### config.mk
export PLATFORM = sky130hd
export DESIGN_NAME = tvts_addr
export DESIGN_NICKNAME = d
export VERILOG_FILES = /design/src/hw/rtl/tvts_pkg.sv /design/src/hw/rtl/tvts_addr.sv
export SDC_FILE = /design/constraint.sdc
export NUM_CORES = 1
export LEC_CHECK = 0
export ABC_AREA = 1
export CAP_MARGIN = 20
export CORE_UTILIZATION = 30
export CTS_CLUSTER_DIAMETER = 80
export DETAILED_ROUTE_END_ITERATION = 10
export DONT_BUFFER_PORTS = 1
export SLEW_MARGIN = 10
export SYNTH_ARGS = -nofsm -noshare
export SYNTH_HDL_FRONTEND = slang
export SYNTH_SLANG_ARGS = --single-unit
### constraint.sdc
create_clock -name aclk -period 8.55 [get_ports aclk]
set_input_delay 2.1375 -clock aclk [delete_from_list [all_inputs] [get_ports aclk]]
set_output_delay 2.1375 -clock aclk [all_outputs]
set_load 0.01 [all_outputs]
### src/hw/rtl/tvts_pkg.sv
package tvts_pkg;

    // default geometry
    localparam int TILE_DIM_DEF  = 8;
    localparam int MAX_TILES_DEF = 4;

    // fixed field widths
    localparam int CFG_W     = 3;
    localparam int CFG_IDX_W = 2;
    localparam int WCOORD_W  = 5;
    localparam int VOXEL_W   = 16;
    localparam int SCOORD_W  = 17;
    localparam int FRAC_W    = 8;
    localparam int RESULT_W  = 24;

    // signed voxel coordinate: 9-bit floor plus one for the upper neighbor
    localparam int COORD_W = 10;

    // blend arithmetic
    localparam int WAXIS_W  = 9;   // 0..256
    localparam int WPAIR_W  = 17;  // 0..65536
    localparam int WEIGHT_W = 25;  // 0..2^24
    localparam int ACC_W    = 40;
    localparam logic [WAXIS_W-1:0] UNIT_WEIGHT = 9'd256;

    localparam logic [2:0] CORNER_LAST = 3'd7;

    // action codes of an input word
    localparam logic ACT_WRITE  = 1'b0;
    localparam logic ACT_SAMPLE = 1'b1;

    // register indexes
    localparam logic [CFG_IDX_W-1:0] REG_TILES_WIDE = 2'd0;
    localparam logic [CFG_IDX_W-1:0] REG_TILES_HIGH = 2'd1;
    localparam logic [CFG_IDX_W-1:0] REG_TILES_DEEP = 2'd2;

    typedef enum logic [1:0] {
        ST_CLEAR,
        ST_IDLE,
        ST_ISSUE,
        ST_DRAIN
    } state_t;

    typedef struct packed {
        logic [CFG_W-1:0] tiles_wide;
        logic [CFG_W-1:0] tiles_high;
        logic [CFG_W-1:0] tiles_deep;
    } cfg_t;

    typedef struct packed {
        logic               valid;
        logic               is_write;
        logic [COORD_W-1:0] x;
        logic [COORD_W-1:0] y;
        logic [COORD_W-1:0] z;
    } addr_req_t;

    typedef struct packed {
        logic valid;     // address ready this cycle
        logic is_write;
        logic hit;       // voxel lies inside the tiles in use
        logic pending;   // a request sits in the first stage
    } addr_rsp_t;

    function automatic int addr_w(int tile_dim, int max_tiles);
        return $clog2((tile_dim * max_tiles) ** 3);
    endfunction

endpackage

### src/hw/rtl/tvts_addr.sv
module tvts_addr #(
    parameter int TILE_DIM           = tvts_pkg::TILE_DIM_DEF,
    parameter int MAX_TILES_PER_AXIS = tvts_pkg::MAX_TILES_DEF
) (
    input  logic                  aclk,
    input  logic                  aresetn,
    input  tvts_pkg::cfg_t        cfg,
    input  tvts_pkg::addr_req_t   req,
    output tvts_pkg::addr_rsp_t   rsp,
    output logic [tvts_pkg::addr_w(TILE_DIM, MAX_TILES_PER_AXIS)-1:0] addr
);
    import tvts_pkg::*;

    localparam int AXIS_SPAN   = TILE_DIM * MAX_TILES_PER_AXIS;
    localparam int TILE_WORDS  = TILE_DIM * TILE_DIM * TILE_DIM;
    localparam int STORE_DEPTH = AXIS_SPAN * AXIS_SPAN * AXIS_SPAN;
    localparam int ADDR_W      = addr_w(TILE_DIM, MAX_TILES_PER_AXIS);
    localparam int SPAN_BITS   = $clog2(AXIS_SPAN + 1);
    localparam int CMP_W       = (SPAN_BITS > COORD_W - 1) ? SPAN_BITS : COORD_W - 1;
    localparam int TIDX_W      = (MAX_TILES_PER_AXIS > 1) ? $clog2(MAX_TILES_PER_AXIS) : 1;
    localparam int LOC_W       = $clog2(TILE_DIM);
    localparam int CNT_W       = $clog2(MAX_TILES_PER_AXIS + 1);

    function automatic logic [CNT_W-1:0] clamp(logic [CFG_W-1:0] n);
        logic [CNT_W-1:0] c;
        if (int'(n) > MAX_TILES_PER_AXIS)
            c = CNT_W'(MAX_TILES_PER_AXIS);
        else
            c = CNT_W'(n);
        return c;
    endfunction

    function automatic logic [CMP_W-1:0] mag(logic [COORD_W-1:0] c);
        return CMP_W'(c[COORD_W-2:0]);
    endfunction

    function automatic logic axis_hit(logic [COORD_W-1:0] c, logic [CNT_W-1:0] n);
        return !c[COORD_W-1] && (mag(c) < CMP_W'(n) * CMP_W'(TILE_DIM));
    endfunction

    // tile index by threshold compare; beyond the last tile is caught by axis_hit
    function automatic logic [TIDX_W-1:0] axis_tile(logic [COORD_W-1:0] c);
        logic [TIDX_W-1:0] t;
        t = '0;
        for (int k = 1; k < MAX_TILES_PER_AXIS; k++) begin
            if (mag(c) >= CMP_W'(k * TILE_DIM))
                t = TIDX_W'(k);
        end
        return t;
    endfunction

    function automatic logic [LOC_W-1:0] axis_local(logic [COORD_W-1:0] c,
                                                    logic [TIDX_W-1:0] t);
        logic [CMP_W-1:0] r;
        r = mag(c) - CMP_W'(t) * CMP_W'(TILE_DIM);
        return r[LOC_W-1:0];
    endfunction

    logic [CNT_W-1:0] cnt_w, cnt_h, cnt_d;

    // stage A: split each axis into tile and offset
    logic              valid_a_reg, is_write_a_reg, hit_a_reg;
    logic [TIDX_W-1:0] tx_a_reg, ty_a_reg, tz_a_reg;
    logic [LOC_W-1:0]  lx_a_reg, ly_a_reg, lz_a_reg;

    // stage B: linear address
    logic              valid_b_reg, is_write_b_reg, hit_b_reg;
    logic [ADDR_W-1:0] addr_b_reg;
    logic [ADDR_W-1:0] tile_lin, local_lin, addr_next;
    logic [TIDX_W-1:0] tx, ty, tz;

    assign cnt_w = clamp(cfg.tiles_wide);
    assign cnt_h = clamp(cfg.tiles_high);
    assign cnt_d = clamp(cfg.tiles_deep);

    assign tx = axis_tile(req.x);
    assign ty = axis_tile(req.y);
    assign tz = axis_tile(req.z);

    always_ff @(posedge aclk) begin
        if (!aresetn) begin
            valid_a_reg <= 1'b0;
            valid_b_reg <= 1'b0;
        end else begin
            valid_a_reg <= req.valid;
            valid_b_reg <= valid_a_reg;
        end
        is_write_a_reg <= req.is_write;
        hit_a_reg      <= axis_hit(req.x, cnt_w) && axis_hit(req.y, cnt_h)
                          && axis_hit(req.z, cnt_d);
        tx_a_reg       <= tx;
        ty_a_reg       <= ty;
        tz_a_reg       <= tz;
        lx_a_reg       <= axis_local(req.x, tx);
        ly_a_reg       <= axis_local(req.y, ty);
        lz_a_reg       <= axis_local(req.z, tz);
        is_write_b_reg <= is_write_a_reg;
        hit_b_reg      <= hit_a_reg;
        addr_b_reg     <= addr_next;
    end

    always_comb begin
        tile_lin  = (ADDR_W'(tz_a_reg) * ADDR_W'(cnt_h) + ADDR_W'(ty_a_reg)) * ADDR_W'(cnt_w)
                    + ADDR_W'(tx_a_reg);
        local_lin = ADDR_W'(lz_a_reg) * ADDR_W'(TILE_DIM * TILE_DIM)
                    + ADDR_W'(ly_a_reg) * ADDR_W'(TILE_DIM) + ADDR_W'(lx_a_reg);
        addr_next = tile_lin * ADDR_W'(TILE_WORDS) + local_lin;
    end

    assign rsp.valid    = valid_b_reg;
    assign rsp.is_write = is_write_b_reg;
    assign rsp.hit      = hit_b_reg;
    assign rsp.pending  = valid_a_reg;
    assign addr         = addr_b_reg;

    a_req_to_rsp: assert property (@(posedge aclk) disable iff (!aresetn)
        req.valid |-> ##2 rsp.valid)
        else $error("address request lost in pipeline");

    a_hit_in_store: assert property (@(posedge aclk) disable iff (!aresetn)
        (rsp.valid && rsp.hit) |-> (longint'(addr) < longint'(STORE_DEPTH)))
        else $error("hit address beyond voxel store");

    a_hit_needs_tiles: assert property (@(posedge aclk) disable iff (!aresetn)
        (rsp.valid && rsp.hit) |-> (cfg.tiles_wide != '0 && cfg.tiles_high != '0
                                    && cfg.tiles_deep != '0))
        else $error("hit with an empty tile range");

endmodule

==> flow_metrics.py <==
metrics = {
    "timing": {
        "finalCritPeriodShare_pct": 64.3,
        "relSlewSlack_pct": 71.4,
        "finalHoldViolations": 0,
        "skew_ns": 0.00380,
        "drv_slew": 0,
        "worst_pin_slew_ns": 0.425,
        "max_freq_mhz": 182,
        "min_period_ns": 5.50,
        "setup_tns_ns": 0,
        "setup_viol": 0,
        "rsz0062_at_grt": "no",
    },
    "worst_setup_path": {
        "endpoint_kind": "flop",
        "cp-start-kind": "primary input",
        "cp.arrival_ns": 5.72,
        "r2r-start": "tz_a_reg[1]",
        "cp_max_fo": 5,
        "crit_type": "in2reg",
        "worstPathRequired_ns": 8.78,
        "startpoint": "cfg[3]",
    },
    "finish": {
        "post-route-util_pct": 34.8,
        "antenna_cells": 0,
        "final_cells": 255,
        "mostFrequentLayoutCells": "dfxtp_1 (36), inv_1 (34), nand2_1 (29)",
        "layout-area-overhead-vs-synth_pct": 10.0,
        "nets": 254,
        "final_area_mm2": 0.00181,
        "largest_reg_flops": 15,
        "post_route_cells_drive_above_1_share_pct": 7.57,
        "fillCellCount": 563,
        "final_common_cell": "dfxtp_1",
    },
    "cts": {
        "cts.repair.resized": 0,
        "ctsHtreeMaxLevel": 2,
        "path_clk_slew_ns": 0.07,
        "ctsLongestPathBuffers": 2,
        "numCtsBuffers": 5,
        "cts_hold_buf": 0,
        "cts_root_buffer": "clkbuf_8",
        "postCtsSetupBuffers": 0,
        "clk_latency_ns": 0.28,
        "cts_sinks": 36,
        "cts_tree": "built",
    },
    "power": {
        "pwr_density_cell_mw_per_mm2": 228,
        "pwr-share-comb_pct": 17.7,
        "netSwitchingPower_mw": 0.109,
        "switching_share_pct": 26.4,
        "leakagePower_nw": 0.939,
        "max-vdd-ir-drop_v": 0.0000948,
        "clkPwrFrac_pct": 34.4,
        "pwr-share-seq_pct": 47.9,
        "internal-power_mw": 0.303,
    },
    "yosys": {
        "yosys.area.top_type": "dfxtp_1",
        "ys_top_cells_by_area": "dfxtp_1 (44%), ha_1 (16%), inv_1 (7.8%), fa_1 (7.3%), nand2_1 (6.6%)",
        "synth_top_area_share_pct": 43.8,
        "syn_area_mm2": 0.00165,
        "yosys_warnings": 0,
        "syn_area_per_cell_um2": 9.09,
        "synth_cells": 181,
        "synth.yosys.seq_area_share_pct": 43.8,
        "ys_seq_elements": 36,
        "synth_cell_types": 21,
        "syn_nets": 251,
    },
    "global_route": {
        "grt_overflow": 0,
        "grt_use_met3_pct": 5.51,
        "use_met2_pct": 17.6,
        "grt_pass1_vias": 1127,
        "grt_antenna_before_repair": 0,
        "grt_usage_pct": 10.3,
        "top_usage_layer": "met2",
        "grt_start_max_net_pins": 12,
        "grt_pass1_wl_um": 4690,
        "met1_usage_pct": 11.1,
    },
    "floorplan": {
        "initial_core_util_pct": 31.6,
        "ioPinCount": 62,
        "die_w_um": 76.1,
        "fp-row-count": 26,
        "die_y_um": 76.1,
        "dieArea_mm2": 0.00578,
        "core_area_mm2": 0.00520,
    },
    "placement": {
        "dp_hpwl_um": 2310,
        "io_buffers": 0,
        "place_congestion": 0.738,
        "post_dp_cell_area_mm2": 0.00170,
        "place_inst": 247,
    },
    "job": {
        "cap_viol_max_count": 0,
    },
    "drt": {
        "routed_wl_um": 2720,
        "drt_iter0_drc": 20,
        "ant_nets": 0,
        "vias_per_cell": 4.23,
        "wl_per_cell_um": 10.7,
        "drcViolationCount": 0,
        "drtPass1Iterations": 2,
        "vias": 1079,
    },
    "hold_path": {
        "hp-class": "reg2reg",
        "hold_start": "lx_a_reg[1]",
    },
    "outcome": {
        "outcome": "complete, no violations",
    },
}
## routing by layer
metal / wire [um] / share of wire [%]
met1: 1170 / 43
met4: 34 / 1.3
met5: 0 / 0
met3: 237 / 8.7
met2: 1270 / 47
## Yosys cell counts
cell	count
a21oi_1	3
and3_1	1
buf_4	4
dfxtp_1	36
fa_1	6
ha_1	21
inv_1	34
inv_2	1
nand2_1	29
nand2_2	2
nand3_1	10
nand3b_1	1
nor2_1	16
nor2_2	2
nor3_1	3
nor4_1	2
o21ai_0	1
o21ai_1	1
o21ai_2	2
xnor2_1	4
xor2_1	2
## power groups by stage
stage               combinational (mW)  clock (mW)  sequential (mW)
floorplan                       0.0617           0            0.199
global placement                0.0732           0            0.202
detailed placement              0.0742           0            0.202
CTS                             0.0750       0.149            0.198
global route                    0.0885       0.158            0.199
finish                          0.0729       0.142            0.197
## worst paths after layout
| check | endpoint | slack (ns) | cells past startpoint |
|---|---|---|---|
| worst max register to register | addr[14] | 4.76 | 16 |
| worst min-delay path | addr[1] | 0.33 | 0 |
| worst max-delay path | addr[14] | 3.05 | 17 |
| worst min register to register | addr[1] | 0.33 | 0 |
## per-stage QoR
step / hold WS (ns) / setup slack [ns] / power (mW)
after floorplan: 0.310 / 2.93 / 0.261
after global placement: 0.310 / 2.82 / 0.275
after detailed placement: 0.312 / 2.75 / 0.276
after CTS: 0.329 / 3.04 / 0.421
after global routing: 0.334 / 2.88 / 0.445
final: 0.326 / 3.05 / 0.412
## kinds of logic (layout without fill, tap and decap cells)
family,count (synthesis),after routing,synth area share [%]
XOR/XNOR,6,6,3.19
AO/OA/AOI/OAI,7,7,2.58
adder cells (fa/ha/maj),27,27,23.3
AND/OR/NAND/NOR,66,66,17.3
buffers and inverters,39,43,9.81
flip-flops,36,36,43.8
## worst max-delay path, stage by stage
cell,delay (ns)
o21ai_2,0.19
nand3_1,0.13
fa_1,0.51
inv_1,0.04
ha_1,0.21
fa_1,0.52
nand3_1,0.11
fa_1,0.49
inv_1,0.04
ha_1,0.30
inv_1,0.07
fa_1,0.45
nand3b_1,0.17
nand2_1,0.11
xor2_1,0.14
nand2_1,0.06
nand2_1,0.05
## final cells by class
class                   instances  area, um2  share of cell area, %
clock buffers                   6       72.6                   4.01
well taps                      70       87.6                   4.84
clock inverters                 2       35.0                   1.94
multi-input cells             106        763                   42.2
flip-flops and latches         36        721                   39.8
inverters                      35        131                   7.26
No activity file was read; power rests on OpenSTA's default activity.
